[src/rtl/ttc_pkg.sv]
`timescale 1ns / 1ps
`default_nettype none

package ttc_pkg;

  // Field widths
  localparam int unsigned TsW    = 32;
  localparam int unsigned YearW  = 12;
  localparam int unsigned MonthW = 4;
  localparam int unsigned DayW   = 5;
  localparam int unsigned HourW  = 5;
  localparam int unsigned MinW   = 6;
  localparam int unsigned SecW   = 6;
  localparam int unsigned WdayW  = 3;

  // Seconds left within one year fit in this many bits
  localparam int unsigned RemW = 25;
  // Divider quotient register (widest quotient is the minute)
  localparam int unsigned QuoW = 6;

  localparam logic [TsW:0]     SecsPerCommonYear = 33'd31536000;
  localparam logic [TsW:0]     SecsPerDay        = 33'd86400;
  localparam logic [RemW-1:0]  SecsPerHour       = 25'd3600;
  localparam logic [RemW-1:0]  SecsPerMinute     = 25'd60;
  localparam logic [YearW-1:0] EpochYear         = 12'd1970;
  // 1970-01-01 was a Thursday; weekdays count from Monday = 0 internally
  localparam logic [WdayW-1:0] EpochWeekday      = 3'd3;
  localparam logic [MonthW-1:0] LastMonthIdx     = 4'd11;

  // Reciprocals for x / (2^p * d) = ((x >> p) * m) >> s over the ranges in use
  localparam logic [15:0] DayRecip  = 16'd49711;  // 86400 = 2^7 * 675, s = 25
  localparam logic [15:0] HourRecip = 16'd9321;   // 3600 = 2^4 * 225, s = 21
  localparam logic [15:0] MinRecip  = 16'd1093;   // 60 = 2^2 * 15, s = 14

  typedef enum logic [2:0] {
    ST_IDLE,
    ST_YEAR,
    ST_MONTH,
    ST_DIV_DAY,
    ST_DIV_HOUR,
    ST_DIV_MIN,
    ST_DONE
  } state_e;

  typedef enum logic [1:0] {
    DIV_DAY,
    DIV_HOUR,
    DIV_MIN
  } div_sel_e;

  typedef struct packed {
    logic     load;
    logic     year_step;
    logic     month_step;
    logic     div_step;
    div_sel_e div_sel;
    logic     out_load;
  } cmd_t;

  typedef struct packed {
    logic year_done;
    logic month_done;
    logic div_last;
  } status_t;

  // Leap-year rule; every year reachable from a 32-bit count lies in
  // 1970..2106, where 2000 is the only multiple of 400 and 2100 the only
  // other century year.
  function automatic logic is_leap(input logic [YearW-1:0] y);
    return (y[1:0] == 2'd0) && (y != 12'd2100);
  endfunction

  // Month length in days, month index 0 is January
  function automatic logic [DayW-1:0] month_days(input logic [MonthW-1:0] idx,
                                                 input logic leap);
    logic [DayW-1:0] d;
    case (idx)
      4'd1:                    d = leap ? 5'd29 : 5'd28;
      4'd3, 4'd5, 4'd8, 4'd10: d = 5'd30;
      default:                 d = 5'd31;
    endcase
    return d;
  endfunction

  // Weekday (0..6) advanced by a small day count, modulo 7
  function automatic logic [WdayW-1:0] wday_add(input logic [WdayW-1:0] a,
                                                input logic [DayW-1:0] b);
    logic [DayW:0] s;
    s = {3'd0, a} + {1'b0, b};
    for (int i = 0; i < 5; i++) begin
      if (s >= 6'd7) begin
        s = s - 6'd7;
      end
    end
    return s[WdayW-1:0];
  endfunction

endpackage

`default_nettype wire

[src/rtl/timestamp_to_calendar_top.sv]
`timescale 1ns / 1ps
`default_nettype none

// Channel   Direction  Handshake              Payload
// input     in         in_valid_i/in_ready_o  seconds_since_epoch_i[31:0]
// output    out        out_valid_o/out_ready_i year_o, month_o, day_of_month_o,
//                                             hour_o, minute_o, second_o, weekday_o
//
// An item passes through a load, the year loop in the datapath (one year per
// cycle), the month loop and the shared reciprocal divider (an estimate step and
// a subtract step each for day, hour, minute), then the output register load.
// Reset clears only the controller state and the output valid flag.
// A new item is taken while a result still waits; a finished conversion holds
// in the datapath until the output register is free.

module timestamp_to_calendar_top (
  input  wire logic                          clk_i,
  input  wire logic                          rst_ni,
  input  wire logic                          in_valid_i,
  output logic                               in_ready_o,
  input  wire logic [ttc_pkg::TsW-1:0]       seconds_since_epoch_i,
  output logic                               out_valid_o,
  input  wire logic                          out_ready_i,
  output logic      [ttc_pkg::YearW-1:0]     year_o,
  output logic      [ttc_pkg::MonthW-1:0]    month_o,
  output logic      [ttc_pkg::DayW-1:0]      day_of_month_o,
  output logic      [ttc_pkg::HourW-1:0]     hour_o,
  output logic      [ttc_pkg::MinW-1:0]      minute_o,
  output logic      [ttc_pkg::SecW-1:0]      second_o,
  output logic      [ttc_pkg::WdayW-1:0]     weekday_o
);

  ttc_pkg::cmd_t    cmd;
  ttc_pkg::status_t status;

  ttc_ctrl u_ctrl (
    .clk_i       (clk_i),
    .rst_ni      (rst_ni),
    .in_valid_i  (in_valid_i),
    .in_ready_o  (in_ready_o),
    .out_valid_o (out_valid_o),
    .out_ready_i (out_ready_i),
    .status_i    (status),
    .cmd_o       (cmd)
  );

  ttc_datapath u_datapath (
    .clk_i                 (clk_i),
    .cmd_i                 (cmd),
    .status_o              (status),
    .seconds_since_epoch_i (seconds_since_epoch_i),
    .year_o                (year_o),
    .month_o               (month_o),
    .day_of_month_o        (day_of_month_o),
    .hour_o                (hour_o),
    .minute_o              (minute_o),
    .second_o              (second_o),
    .weekday_o             (weekday_o)
  );

endmodule

`default_nettype wire

[src/rtl/ttc_ctrl.sv]
`timescale 1ns / 1ps
`default_nettype none

module ttc_ctrl (
  input  wire logic             clk_i,
  input  wire logic             rst_ni,
  input  wire logic             in_valid_i,
  output logic                  in_ready_o,
  output logic                  out_valid_o,
  input  wire logic             out_ready_i,
  input  wire ttc_pkg::status_t status_i,
  output ttc_pkg::cmd_t         cmd_o
);

  ttc_pkg::state_e state_q, state_d;
  logic            out_valid_q, out_valid_d;

  // State and output flag registers
  always_ff @(posedge clk_i or negedge rst_ni) begin
    if (!rst_ni) begin
      state_q     <= ttc_pkg::ST_IDLE;
      out_valid_q <= 1'b0;
    end else begin
      state_q     <= state_d;
      out_valid_q <= out_valid_d;
    end
  end

  // Next state and commands
  always_comb begin
    state_d        = state_q;
    cmd_o          = '0;
    cmd_o.div_sel  = ttc_pkg::DIV_DAY;
    in_ready_o     = 1'b0;
    unique case (state_q)
      ttc_pkg::ST_IDLE: begin
        in_ready_o = 1'b1;
        if (in_valid_i) begin
          cmd_o.load = 1'b1;
          state_d    = ttc_pkg::ST_YEAR;
        end
      end
      ttc_pkg::ST_YEAR: begin
        cmd_o.year_step = 1'b1;
        if (status_i.year_done) begin
          state_d = ttc_pkg::ST_MONTH;
        end
      end
      ttc_pkg::ST_MONTH: begin
        cmd_o.month_step = 1'b1;
        if (status_i.month_done) begin
          state_d = ttc_pkg::ST_DIV_DAY;
        end
      end
      ttc_pkg::ST_DIV_DAY: begin
        cmd_o.div_step = 1'b1;
        cmd_o.div_sel  = ttc_pkg::DIV_DAY;
        if (status_i.div_last) begin
          state_d = ttc_pkg::ST_DIV_HOUR;
        end
      end
      ttc_pkg::ST_DIV_HOUR: begin
        cmd_o.div_step = 1'b1;
        cmd_o.div_sel  = ttc_pkg::DIV_HOUR;
        if (status_i.div_last) begin
          state_d = ttc_pkg::ST_DIV_MIN;
        end
      end
      ttc_pkg::ST_DIV_MIN: begin
        cmd_o.div_step = 1'b1;
        cmd_o.div_sel  = ttc_pkg::DIV_MIN;
        if (status_i.div_last) begin
          state_d = ttc_pkg::ST_DONE;
        end
      end
      ttc_pkg::ST_DONE: begin
        // Hand the result over once the output register is free
        if (!out_valid_q || out_ready_i) begin
          cmd_o.out_load = 1'b1;
          state_d        = ttc_pkg::ST_IDLE;
        end
      end
      default: begin
        state_d = ttc_pkg::ST_IDLE;
      end
    endcase
  end

  // Set on load, drop after the transfer
  always_comb begin
    out_valid_d = out_valid_q;
    if (cmd_o.out_load) begin
      out_valid_d = 1'b1;
    end else if (out_ready_i) begin
      out_valid_d = 1'b0;
    end
  end

  assign out_valid_o = out_valid_q;

endmodule

`default_nettype wire

[src/rtl/ttc_datapath.sv]
`timescale 1ns / 1ps
`default_nettype none

module ttc_datapath (
  input  wire logic                          clk_i,
  input  wire ttc_pkg::cmd_t                 cmd_i,
  output ttc_pkg::status_t                   status_o,
  input  wire logic [ttc_pkg::TsW-1:0]       seconds_since_epoch_i,
  output logic      [ttc_pkg::YearW-1:0]     year_o,
  output logic      [ttc_pkg::MonthW-1:0]    month_o,
  output logic      [ttc_pkg::DayW-1:0]      day_of_month_o,
  output logic      [ttc_pkg::HourW-1:0]     hour_o,
  output logic      [ttc_pkg::MinW-1:0]      minute_o,
  output logic      [ttc_pkg::SecW-1:0]      second_o,
  output logic      [ttc_pkg::WdayW-1:0]     weekday_o
);

  logic [ttc_pkg::TsW-1:0]    ts_q;
  logic [ttc_pkg::TsW-1:0]    ystart_q;
  logic [ttc_pkg::YearW-1:0]  year_q;
  logic [ttc_pkg::WdayW-1:0]  wd_q;
  logic [ttc_pkg::RemW-1:0]   rem_q;
  logic [ttc_pkg::MonthW-1:0] mon_q;
  logic [ttc_pkg::QuoW-1:0]   quo_q;
  logic                       k_q;
  logic [ttc_pkg::DayW-1:0]   day_q;
  logic [ttc_pkg::HourW-1:0]  hour_q;

  logic                       leap;
  logic [ttc_pkg::TsW:0]      next_start;
  logic [ttc_pkg::DayW-1:0]   mdays;
  logic [ttc_pkg::RemW-1:0]   msecs;
  logic [ttc_pkg::RemW-1:0]   divisor;
  logic [14:0]                recip_x;
  logic [15:0]                recip_m;
  logic [30:0]                recip_p;
  logic [ttc_pkg::QuoW-1:0]   quo_est;
  logic [ttc_pkg::RemW-1:0]   quo_secs;

  assign leap = ttc_pkg::is_leap(year_q);

  // Start of the following year
  assign next_start = {1'b0, ystart_q} + ttc_pkg::SecsPerCommonYear
                    + (leap ? ttc_pkg::SecsPerDay : '0);

  // Length of the current month in seconds
  assign mdays = ttc_pkg::month_days(mon_q, leap);
  assign msecs = ttc_pkg::RemW'(mdays) * ttc_pkg::SecsPerDay[ttc_pkg::RemW-1:0];

  // Divisor of the current phase, with the remainder pre-shifted by its power-of-two factor;
  // the remainder is below 31 days, one day or one hour in the three phases
  always_comb begin
    case (cmd_i.div_sel)
      ttc_pkg::DIV_DAY: begin
        divisor = ttc_pkg::SecsPerDay[ttc_pkg::RemW-1:0];
        recip_x = rem_q[21:7];
        recip_m = ttc_pkg::DayRecip;
      end
      ttc_pkg::DIV_HOUR: begin
        divisor = ttc_pkg::SecsPerHour;
        recip_x = {2'd0, rem_q[16:4]};
        recip_m = ttc_pkg::HourRecip;
      end
      default: begin
        divisor = ttc_pkg::SecsPerMinute;
        recip_x = {5'd0, rem_q[11:2]};
        recip_m = ttc_pkg::MinRecip;
      end
    endcase
  end

  assign recip_p = 31'(recip_x) * 31'(recip_m);

  // Quotient is the product shifted down by the phase's reciprocal scale
  always_comb begin
    case (cmd_i.div_sel)
      ttc_pkg::DIV_DAY:  quo_est = recip_p[30:25];
      ttc_pkg::DIV_HOUR: quo_est = recip_p[26:21];
      default:           quo_est = recip_p[19:14];
    endcase
  end

  assign quo_secs = ttc_pkg::RemW'(quo_q) * divisor;

  assign status_o.year_done  = next_start > {1'b0, ts_q};
  assign status_o.month_done = (rem_q < msecs) || (mon_q == ttc_pkg::LastMonthIdx);
  assign status_o.div_last   = (k_q == 1'b0);

  // Working registers
  always_ff @(posedge clk_i) begin
    if (cmd_i.load) begin
      ts_q     <= seconds_since_epoch_i;
      ystart_q <= '0;
      year_q   <= ttc_pkg::EpochYear;
      wd_q     <= ttc_pkg::EpochWeekday;
    end

    // Step off whole years; on the last step keep the seconds into the year
    if (cmd_i.year_step) begin
      if (status_o.year_done) begin
        rem_q <= ttc_pkg::RemW'(ts_q - ystart_q);
        mon_q <= '0;
      end else begin
        ystart_q <= next_start[ttc_pkg::TsW-1:0];
        year_q   <= year_q + 12'd1;
        wd_q     <= ttc_pkg::wday_add(wd_q, leap ? 5'd2 : 5'd1);
      end
    end

    // Step off whole months; then arm the divider for the day
    if (cmd_i.month_step) begin
      if (status_o.month_done) begin
        k_q   <= 1'b1;
        quo_q <= '0;
      end else begin
        rem_q <= rem_q - msecs;
        mon_q <= mon_q + 4'd1;
        wd_q  <= ttc_pkg::wday_add(wd_q, mdays - 5'd28);
      end
    end

    // Reciprocal division: estimate the quotient, then take off its seconds
    if (cmd_i.div_step) begin
      if (status_o.div_last) begin
        rem_q <= rem_q - quo_secs;
        k_q   <= 1'b1;
        case (cmd_i.div_sel)
          ttc_pkg::DIV_DAY: begin
            day_q <= quo_q[ttc_pkg::DayW-1:0];
            wd_q  <= ttc_pkg::wday_add(wd_q, quo_q[ttc_pkg::DayW-1:0]);
          end
          ttc_pkg::DIV_HOUR: begin
            hour_q <= quo_q[ttc_pkg::HourW-1:0];
          end
          default: begin
          end
        endcase
      end else begin
        quo_q <= quo_est;
        k_q   <= 1'b0;
      end
    end
  end

  // Output register; the minute is the last quotient, the second what is left
  always_ff @(posedge clk_i) begin
    if (cmd_i.out_load) begin
      year_o         <= year_q;
      month_o        <= mon_q + 4'd1;
      day_of_month_o <= day_q + 5'd1;
      hour_o         <= hour_q;
      minute_o       <= quo_q;
      second_o       <= rem_q[ttc_pkg::SecW-1:0];
      weekday_o      <= wd_q + 3'd1;
    end
  end

endmodule

`default_nettype wire
[config.mk]
export PLATFORM = sky130hd
export DESIGN_NAME = timestamp_to_calendar_top
export DESIGN_NICKNAME = d
export VERILOG_FILES = /design/src/rtl/ttc_pkg.sv /design/src/rtl/timestamp_to_calendar_top.sv /design/src/rtl/ttc_ctrl.sv /design/src/rtl/ttc_datapath.sv
export SDC_FILE = /design/constraint.sdc
export NUM_CORES = 1
export LEC_CHECK = 0
export ABC_AREA = 1
export BUFFER_PORTS_ARGS = -buffer_cell sky130_fd_sc_hd__buf_2
export CAP_MARGIN = 40
export CORE_ASPECT_RATIO = 1.4
export CORE_MARGIN = 2
export CORE_UTILIZATION = 54
export DETAILED_ROUTE_END_ITERATION = 8
export PLACE_DENSITY = 0.8
export SLEW_MARGIN = 20
export SYNTH_ARGS = -nofsm -noshare
export SYNTH_HDL_FRONTEND = slang
export SYNTH_SLANG_ARGS = --single-unit
[constraint.sdc]
create_clock -name clk_i -period 6.9 [get_ports clk_i]
set_input_delay 0.69 -clock clk_i [delete_from_list [all_inputs] [get_ports clk_i]]
set_output_delay 0.69 -clock clk_i [all_outputs]
set_load 0.005 [all_outputs]
==> metrics.csv <==
metric,value,unit
status,completed,
DRC viols,0,
critical path capture point type,flop,
crit path launch type,flop,
mapped cell area,20800,um^2
die area,40200,um^2
Die Y-Extent,236,um
largest net degree at the start of global routing,46,
first-pass GRT wire length,93200,um
CORE AREA,38300,um^2
initial antenna violation count,1,
Final Hold Violating Endpoints,0,
fraction of layout cells with a size suffix above 1,9.47,%
fin area,22800,um^2
cts hold-fix bufs,0,
Least-Margin Pin Slew,878,ps
Slew HR,40.9,%
CTS max path bufs,2,
Post-Route WL,57100,um
Die X,170,um
Yosys warnings,0,
Worst Clk Skew,17.3,ps
CTS H-tree lvls,4,
drt via density,5.74,
Max Slew Vio Count,0,
Final ANT Viol Nets,0,
Initial DRC Count,1222,
WP data required,7260,ps
I/O pin count,79,
site row count,85,
min cycle time layout,6470,ps
vias post-DR,18574,
DR WL/cell,17.7,um
Fill cells,3368,
Worst Setup Path Type,flop to flop,
Setup WS pre-CTS,-46.5,ps
"Reg clk slew, reported paths",80,ps
antenna diode count,0,
HP Class,input port to asynchronous set/reset pin,
# setup viols final,0,
Post-layout nets,3248,
final std cells w/o fill,3234,
Max-cap violations,0,
Area Overhead vs Synth,9.36,%
async set-reset flop share out of synthesis,2.35,%
placed instance count,3200,
Syn Inst Count,2632,
crit path DAT,6820,ps
DP Area,22100,um^2
"Top FF cell, synth",edfxtp_1,
CTS Root Cell,clkbuf_16,
CTS tree,yes,
Yosys cell types,66,
largest area contributor in the netlist,ha_1,
Worst-Skew Late Latency,470,ps
Final Cycle Share,93.7,%
gp weighted congestion,1.03,
main area contributors after synthesis,"ha_1 19%, fa_1 14%, edfxtp_1 13%",
Post-synth EDFFs,93,
Synth top area share,19.4,%
slack of the critical path,433,ps
Synth Area per Inst,7.92,um^2
vias in the first global route,19381,
"Seq/Total Area, Yosys",20.9,%
total grt overflow,0,
GRT Util Overall,29.3,%
RSZ-0062 raised after global routing,true,
DP HPWL,47200,um
Seq cells post-synth,170,
clk sinks,170,
Max Clk Rate,155,MHz
CP max FO,8,
Pre-antenna DRT Iters,5,
PortBufs,78,
Initial Util,54.4,%
Inserted Clock Buffers,17,
==> cells by family (layout without fill, tap and decap cells) <==
logic type | count (synthesis) | after routing | synth area share [%]
simple gates | 917 | 917 | 19.5
flops | 170 | 170 | 20.9
other cells | 2 | 7 | 0.0360
xor+xnor | 107 | 107 | 4.60
buf+inv | 544 | 663 | 9.83
compound gates | 423 | 423 | 11.8
fa+ha+maj | 469 | 469 | 33.4
==> cells in the mapped netlist (all sizes together) (6+ instances only) <==
library cell / count
o31ai: 23
edfxtp: 93
ha: 324
o21a: 7
dfxtp: 73
clkbuf: 28
buf: 9
nor4: 12
a21o: 7
o211ai: 14
xor2: 78
fa: 145
o22ai: 14
or2: 10
o21bai: 8
a21oi: 165
nor3: 28
o21ai: 134
nor2: 210
nand3: 147
nand2: 458
xnor2: 29
o221ai: 6
nand4: 41
nand3b: 7
a31oi: 15
inv: 505
==> repair_timing <==
item,4_1_cts,5_1_grt
buffers inserted,0,2
pin swaps,0,3
endpoints found under the setup margin,3,68
resized for setup,2,34
==> critical path, stage by stage, from the launching register on <==
cell and delay (ps):
dfrtp_1 440, inv_1 90, nand2_1 120, nor2_4 190, clkinv_2 160, o22ai_1 220, nor2_1 110, o21ai_0 310
fa_1 490, fa_1 520, inv_1 50, fa_1 460, fa_1 510, fa_1 500, ha_1 360, a21oi_1 180
o21ai_0 110, a21oi_1 120, o31ai_1 100, nand3_1 150, nand2_1 120, a21boi_1 260, o21ai_2 170, or2_2 300
nand3_1 70, nand3_1 70, nand2_1 90, nand2_1 50
==> area by class of cell <==
cell class	instances	area (um^2)	share of cell area [%]
repair buffers	124	781	3.42
multi-input cells	1923	14600	63.9
well taps	478	598	2.62
clock buffers	17	425	1.87
flip-flops and latches	170	4350	19.1
inverters	507	1910	8.37
clock inverters	15	154	0.675
==> final timing paths <==
kind                                                start                    to  slack [ps]  depth (start not counted)
min in group clk_i              seconds_since_epoch_i[25]   u_datapath.ts_q[25]         390                          1
max in group asynchronous                          rst_ni    u_ctrl.out_valid_o        6680                          1
worst min register to register       u_datapath.hour_q[1]  u_datapath.hour_o[1]         420                          0
worst max-delay path                    u_ctrl.state_q[1]   u_datapath.quo_q[1]         430                         27
worst max register to register          u_ctrl.state_q[1]   u_datapath.quo_q[1]         430                         27
worst min-delay path                               rst_ni     u_ctrl.state_q[0]          50                          1
==> metrics by stage <==
| stage | util [%] | hold slack, ps | setup TNS [ps] |
|---|---|---|---|
| 6_report | 59.5 | 48.3 | 0 |
| 5_1_grt | 59.5 | 39.0 | -84.8 |
| 4_1_cts | 59.2 | 22.7 | 0 |
| 3_5_place_dp | 57.7 | 405 | -75.8 |
| 3_3_place_gp | 57.6 | 403 | 0 |
| 2_1_floorplan | - | 394 | 0 |
==> sequential cells by signal (all words and copies together), names as in the netlist, 6 cells and up <==
signal and flops:
u_datapath.year_q 12, u_datapath.quo_q 6, u_datapath.rem_q 25, u_datapath.ts_q 32
u_datapath.minute_o 6, u_datapath.ystart_q 32, u_datapath.year_o 12, u_datapath.second_o 6
==> per-layer routing <==
layer  global-route usage, %  up-vias  share of wire, %
li1                        -     8877                 -
met1                    30.7     8713                36
met2                    52.4      720                51
met3                    4.66      262               5.8
met4                    21.3        2               8.0
met5                       0        -             0.018
==> cell usage in the layout (no fill, tap or decap), types with 8 or more instances in the layout <==
cell type    n
a21oi_1    160
a31oi_1     14
buf_2       78
buf_4       42
clkbuf_16   17
dfxtp_1     73
edfxtp_1    93
fa_1       145
ha_1       324
inv_1      490
inv_2       15
nand2_1    434
nand2_2     23
nand3_1    134
nand4_1     40
nor2_1     192
nor2_2      12
nor3_1      27
nor4_1      10
o211ai_1    14
o21ai_0    120
o21ai_1     10
o21bai_1     8
o22ai_1     14
o31ai_1     23
or2_2        9
xnor2_1     28
xor2_1      76
Power is left out: the tool's default activity adds up to more than one toggle a clock period on the data nets, which glitch-free logic cannot reach.
